<file path="src/sv/mplm_pkg.sv">
package mplm_pkg;
    localparam int MAX_MASKS = 16;
    localparam int DIM_BITS  = 12;
    localparam int IDX_W     = 4;
    localparam int CNT_W     = 24;
    localparam logic [CNT_W-1:0] CNT_MAX = {CNT_W{1'b1}};

    localparam logic [2:0] K_DESC   = 3'd0;
    localparam logic [2:0] K_AREA   = 3'd1;
    localparam logic [2:0] K_RESOLV = 3'd2;
    localparam logic [2:0] K_LABEL  = 3'd3;
    localparam logic [2:0] K_REPORT = 3'd4;

    localparam logic [1:0] ST_OK    = 2'd0;
    localparam logic [1:0] ST_DIM   = 2'd1;
    localparam logic [1:0] ST_NOMSK = 2'd2;
    localparam logic [1:0] ST_PIX   = 2'd3;

    localparam logic [1:0] CFG_WIDTH  = 2'd0;
    localparam logic [1:0] CFG_HEIGHT = 2'd1;
    localparam logic [1:0] CFG_COUNT  = 2'd2;

    typedef enum logic [2:0] {
        S_IDLE, S_SORT, S_OUT, S_REPORT
    } t_state;

    typedef struct packed {
        logic        man;
        logic [31:0] pri;
        logic [15:0] stab;
        logic [15:0] iou;
        logic [CNT_W-1:0] area;
        logic [IDX_W-1:0] idx;
    } t_key;

    function automatic logic [CNT_W-1:0] sat_inc(input logic [CNT_W-1:0] v);
        return (v == CNT_MAX) ? v : v + 1'b1;
    endfunction
endpackage

</file>
<file path="src/sv/mplm_cmp.sv">
module mplm_cmp import mplm_pkg::*; (
    input  t_key i_a,
    input  t_key i_b,
    output logic o_before
);
    always_comb begin
        if (i_a.man != i_b.man)
            o_before = i_a.man;
        else if (i_a.man && i_a.pri != i_b.pri)
            o_before = $signed(i_a.pri) < $signed(i_b.pri);
        else if (!i_a.man && i_a.stab != i_b.stab)
            o_before = i_a.stab > i_b.stab;
        else if (!i_a.man && i_a.iou != i_b.iou)
            o_before = i_a.iou > i_b.iou;
        else if (!i_a.man && i_a.area != i_b.area)
            o_before = i_a.area > i_b.area;
        else
            o_before = i_a.idx < i_b.idx;
    end
endmodule

</file>
<file path="config.mk">
export PLATFORM = sky130hd
export DESIGN_NAME = mplm_cmp
export DESIGN_NICKNAME = d
export VERILOG_FILES = /design/src/sv/mplm_pkg.sv /design/src/sv/mplm_cmp.sv
export SDC_FILE = /design/constraint.sdc
export NUM_CORES = 1
export LEC_CHECK = 0
export ABC_AREA = 0
export BUFFER_PORTS_ARGS = -buffer_cell sky130_fd_sc_hd__buf_2
export CORE_MARGIN = 2
export CORE_UTILIZATION = 42
export DETAILED_ROUTE_END_ITERATION = 10
export PLACE_DENSITY = 0.85
export SYNTH_ARGS = -nofsm -noshare
export SYNTH_HDL_FRONTEND = slang
export SYNTH_SLANG_ARGS = --single-unit
</file>
<file path="constraint.sdc">
create_clock -name vclk -period 2.35
set_input_delay 0.1175 -clock vclk [all_inputs]
set_output_delay 0.1175 -clock vclk [all_outputs]
set_load 0.01 [all_outputs]
</file>
==> results.toml, run 1 <==
[setup_path]
worstPathRequired_ps = 2230
critical_path.startpoint_type = "input port"
cpMaxStageDelayCell = "or4_4"
end_kind = "output pin"
worstPathMaxFanout = 2
path_class = "input port to output pin"
critPathMostFrequentCell = "buf_2"
worstPathArrival_ps = 2140
worstPathCellList = "buf_2, inv_1, ha_1, nand4_4, or4_4, a2111oi_4, a311oi_2, o31ai_2, o2111ai_1, buf_2"
slowest_delay_ps = 560

[global_routing]
grt_pass1_vias = 2802
grt_overflow_total = 0
globalRouteTotalUtil_pct = 19.9
grt_pass1_wl_mm = 10.7
grt_start_max_net_pins = 6
antenna_found_initial = 0

[timing]
period_share_pct = 96.0
final_max_slew_viol_count = 0
fmax_mhz = 443
final.min_clock_period_ps = 2260
setup_viol = 0
slew_headroom_pct = 70.7
fin_ws_ps = 94.2
tightest_slew_ps = 437
hold_viol = 0

[clocking]
hold_buffers = 0

[logic_synthesis]
synth_top_area_share_pct = 47.8
synthMuxAreaShare_pct = 0
syn-num-nets = 608
synth_most_common_cell = "inv_1"
synth_simple_gate_area_share_pct = 16.4
yosysWarningCount = 0
synth_compound_area_share_pct = 21.1
seq_area_frac_synth_pct = 0
synth_top_family_by_area = "adder cells"
netlist-cell-type-count = 37
ys_top_cells_by_area = "ha_1, inv_1, a21oi_1"
synth_cells = 331
avgSynthCellArea_sq_um = 7.19
synth_top_cell_by_area = "ha_1"
synth_xor_area_share_pct = 0
synthAdderAreaFrac_pct = 47.8
syn-cell-area_sq_um = 2380
synth_common_cells = "inv_1, ha_1, a21oi_1"

[pwr]
power.density_nw_per_um2 = 150
peakVddDrop_mv = 0.0763
power_leakage_uw = 0.00225

[worst_hold_path]
hold_path_depth = 3
worstHoldEndpoint = "o_before"
worstHoldPathType = "input port to output pin"
hold_start = "i_b[92]"

[drt]
wl_per_cell_um = 11.3
drt_iter0_drc = 36
vias = 2925
drcViolationCount = 0
via_per_inst = 4.92
antenna_left = 0
first_pass_iters = 6
wl_mm = 6.74

[place]
dp_hpwl_mm = 6.41
gp_congestion = 0.835
dpl_worst_slack_ps = 11.7
port_buffers = 187

[layout]
seq_cells = 0
fin_nets = 801
flow.area_growth_from_synthesis_pct = 45.8
post-route-util_pct = 63.1
post_route_cells_drive_above_1_share_pct = 38.7
nClkBuffers = 0
diodes = 0
seq_area_sq_um = 0

[outcome]
status = "finished, final reports clean"

[floorplanning]
rows = 27
core-area_sq_um = 5510
io_pins = 187
die_area_sq_um = 6290
initial_utilization_pct = 43.2
die_y_um = 79.3
fp.dieW_um = 79.3

[job]
cap_violations = 0
-- how the worst max path moves through the flow --
stage | endpoint | start | depth (start not counted) | slack (ps)
after CTS | o_before | i_b[91] | 12 | 5
after detailed placement | o_before | i_b[91] | 12 | 10
after global routing | o_before | i_b[54] | 10 | -20
after floorplan | o_before | i_b[57] | 8 | 420
after global placement | o_before | i_b[91] | 12 | -10
final | o_before | i_b[46] | 10 | 90
-- cells by family after synthesis --
kind of cell	after synthesis
adder cells (fa/ha/maj)	91
AO/OA/AOI/OAI	78
AND/OR/NAND/NOR	69
buffers and inverters	93
-- worst max-delay path: cells and delay by family --
family          cells  cell delay, ps
compound gates      4             740
simple gates        2             670
fa+ha+maj           1             320
buf+inv             3             280
-- metrics by stage --
| stage | instance area (sq um) | total power [uW] | hold slack [ps] | TNS, ps | instances |
|---|---|---|---|---|---|
| 6_report | 3470 | 520 | 600 | 0 | 594 |
| 4_1_cts | 3410 | 519 | 594 | 0 | 591 |
| 3_3_place_gp | 3410 | 492 | 578 | -13.8 | 591 |
| 2_1_floorplan | 2380 | 286 | 378 | 0 | 331 |
| 3_5_place_dp | 3410 | 515 | 589 | 0 | 591 |
| 5_1_grt | 3470 | 602 | 630 | -23.1 | 594 |
-- power by group --
group	switching [uW]	internal, uW
clock	0	0
combinational	245	275
sequential	0	0
total	245	275
-- layout make-up --
| type | count | area (sq um) |
|---|---|---|
| Multi-Input combinational cell | 238 | 2070 |
| Fill cell | 509 | 2030 |
| Tap cell | 72 | 90.1 |
| Inverter | 93 | 349 |
| Timing Repair Buffer | 191 | 966 |
-- routing by layer --
layer | wire length (um) | global-route usage (%) | share of wire (%) | vias up
li1 | - | - | - | 1543
met1 | 2690 | 22.4 | 40 | 1282
met2 | 3640 | 41.9 | 54 | 94
met3 | 356 | 0.682 | 5.3 | 6
met4 | 48 | 1.55 | 0.71 | 0
met5 | 0 | 0 | 0 | -
-- cells in the final DEF (no fill, tap or decap), drive strengths merged, types with 2 or more instances in the layout --
| cell | netlist | layout |
|---|---|---|
| ha | 91 | 91 |
| a21oi | 36 | 36 |
| o21a | 2 | 2 |
| nor2b | 3 | 3 |
| nand4 | 19 | 19 |
| a2111oi | 2 | 2 |
| a211oi | 2 | 2 |
| o211ai | 3 | 3 |
| nor2 | 9 | 9 |
| inv | 93 | 93 |
| nand2b | 3 | 3 |
| buf | 0 | 191 |
| nor4 | 3 | 3 |
| nand2 | 14 | 14 |
| o21ai | 12 | 12 |
| nor3 | 3 | 3 |
| nand3 | 9 | 9 |
| a21o | 10 | 10 |
| o41a | 2 | 2 |
-- what timing repair did --
action | CTS | global route
buffers inserted | 0 | 3
gates resized for setup | 0 | 7
endpoints found under the hold margin | 0 | 0
endpoints found under the setup margin | 0 | 1
Note: power is estimated with default switching activity, not from simulation.
==> run 2, diff against run 1 <==
--- a/config.mk
+++ b/config.mk
@@ -6,11 +6,10 @@
 export NUM_CORES = 1
 export LEC_CHECK = 0
 export ABC_AREA = 0
-export BUFFER_PORTS_ARGS = -buffer_cell sky130_fd_sc_hd__buf_2
 export CORE_MARGIN = 2
-export CORE_UTILIZATION = 42
+export CORE_UTILIZATION = 45
 export DETAILED_ROUTE_END_ITERATION = 10
-export PLACE_DENSITY = 0.85
+export DONT_BUFFER_PORTS = 1
 export SYNTH_ARGS = -nofsm -noshare
 export SYNTH_HDL_FRONTEND = slang
 export SYNTH_SLANG_ARGS = --single-unit
==> results.toml, run 2 (synthesized netlist as in run 1, its figures left out) <==
[outcome]
status = "finished, final reports clean"

[layout]
fin_nets = 610
diodes = 0
mostFrequentLayoutCell = "inv_1"
seq_cells = 0
post_route_cells_drive_above_1_share_pct = 1.51
flow.area_growth_from_synthesis_pct = 3.68
final_cell_mix = "inv_1, ha_1, a21oi_1, nand4_1, nand2_1"
seq_area_sq_um = 0
nClkBuffers = 0

[setup_path]
path_class = "input port to output pin"
critical_path.startpoint_type = "input port"
worstPathMaxFanout = 3
worstPathArrival_ps = 1990
worstPathRequired_ps = 2230
end_kind = "output pin"

[pwr]
p_sw_share_pct = 52.6
sequentialPowerShare_pct = 0
switchingPower_uw = 182
power.density_nw_per_um2 = 140
pwr-share-clk_pct = 0
peakVddDrop_mv = 0.0630
combPwrFrac_pct = 100.0
p_int_uw = 164
power_leakage_uw = 0.00149

[floorplanning]
fp.dieW_um = 76.7
core-area_sq_um = 5110
die_y_um = 76.7
die_area_sq_um = 5890
initial_utilization_pct = 46.6
io_pins = 187
rows = 26

[drt]
drt_iter0_drc = 13
first_pass_iters = 4
vias = 2167
drcViolationCount = 0
wl_mm = 5.31
via_per_inst = 5.40
antenna_left = 0
wl_per_cell_um = 13.2

[global_routing]
grt_pass1_vias = 2102
grt_start_max_net_pins = 6
grt_overflow_total = 0
grt_pass1_wl_mm = 8.65
antenna_found_initial = 0
globalRouteTotalUtil_pct = 16.9

[job]
cap_violations = 0

[timing]
setup_viol = 0
final.min_clock_period_ps = 2100
rsz0062_at_grt = "false"
hold_viol = 0
tightest_slew_ps = 443
hold_ws_ps = 422
fmax_mhz = 475
final_max_slew_viol_count = 0
period_share_pct = 89.5
tns_ps = 0
slew_headroom_pct = 70.2

[place]
dp_hpwl_mm = 5.27
gp_congestion = 0.743
port_buffers = 0

[clocking]
postCtsSetupBuffers = 0
hold_buffers = 0
cts_resized = 0

[worst_hold_path]
worstHoldPathType = "input port to output pin"
## run 2: changes by cell type in the layout (fill, tap and decap cells not counted), moves of 3 or more
cell,before,now
buf_2,187,0
buf_4,4,0
nor4_1,0,3
nor4_2,3,0
## run 2: metrics by stage
step	total power (uW)	util (%)	std cells	cell area, sq um	setup slack, ps
after detailed placement	350	48.3	401	2470	239
after floorplan	286	-	331	2380	415
final	346	48.3	401	2470	247
after CTS	353	48.3	401	2470	241
after global placement	344	48.3	401	2470	272
after global routing	414	48.3	401	2470	21.6
## run 2: layout make-up
type / count / area [sq um]
Tap cell: 70 / 87.6
Fill cell: 540 / 2640
Inverter: 93 / 349
Multi-Input combinational cell: 238 / 2030
## run 2: path summary, 6_finish.rpt
kind	from	end	slack [ps]	cells past startpoint
setup / recovery	i_b[91]	o_before	250	9
hold / removal	i_b[92]	o_before	420	1
## run 2: layer usage
layer  wire (um)  global-route usage [%]  share of wire, %
met5           0                       0                 0
met4           0                       0                 0
met3         463                    4.00               8.7
met2        2770                    34.9                52
met1        2080                    17.9                39
## run 2: power groups by stage
stage          Sequential (uW)  Clock, uW  Combinational [uW]
2_1_floorplan                0          0                 286
3_3_place_gp                 0          0                 344
3_5_place_dp                 0          0                 350
4_1_cts                      0          0                 353
5_1_grt                      0          0                 414
6_report                     0          0                 346
## run 2: critical path, cell delays in order
cell and delay, ps:
inv_1 20, ha_1 290, nand4_1 140, nor4_1 470
a21oi_1 180, a41o_1 230, a311oi_1 240, o31ai_1 110
o2111ai_1 190
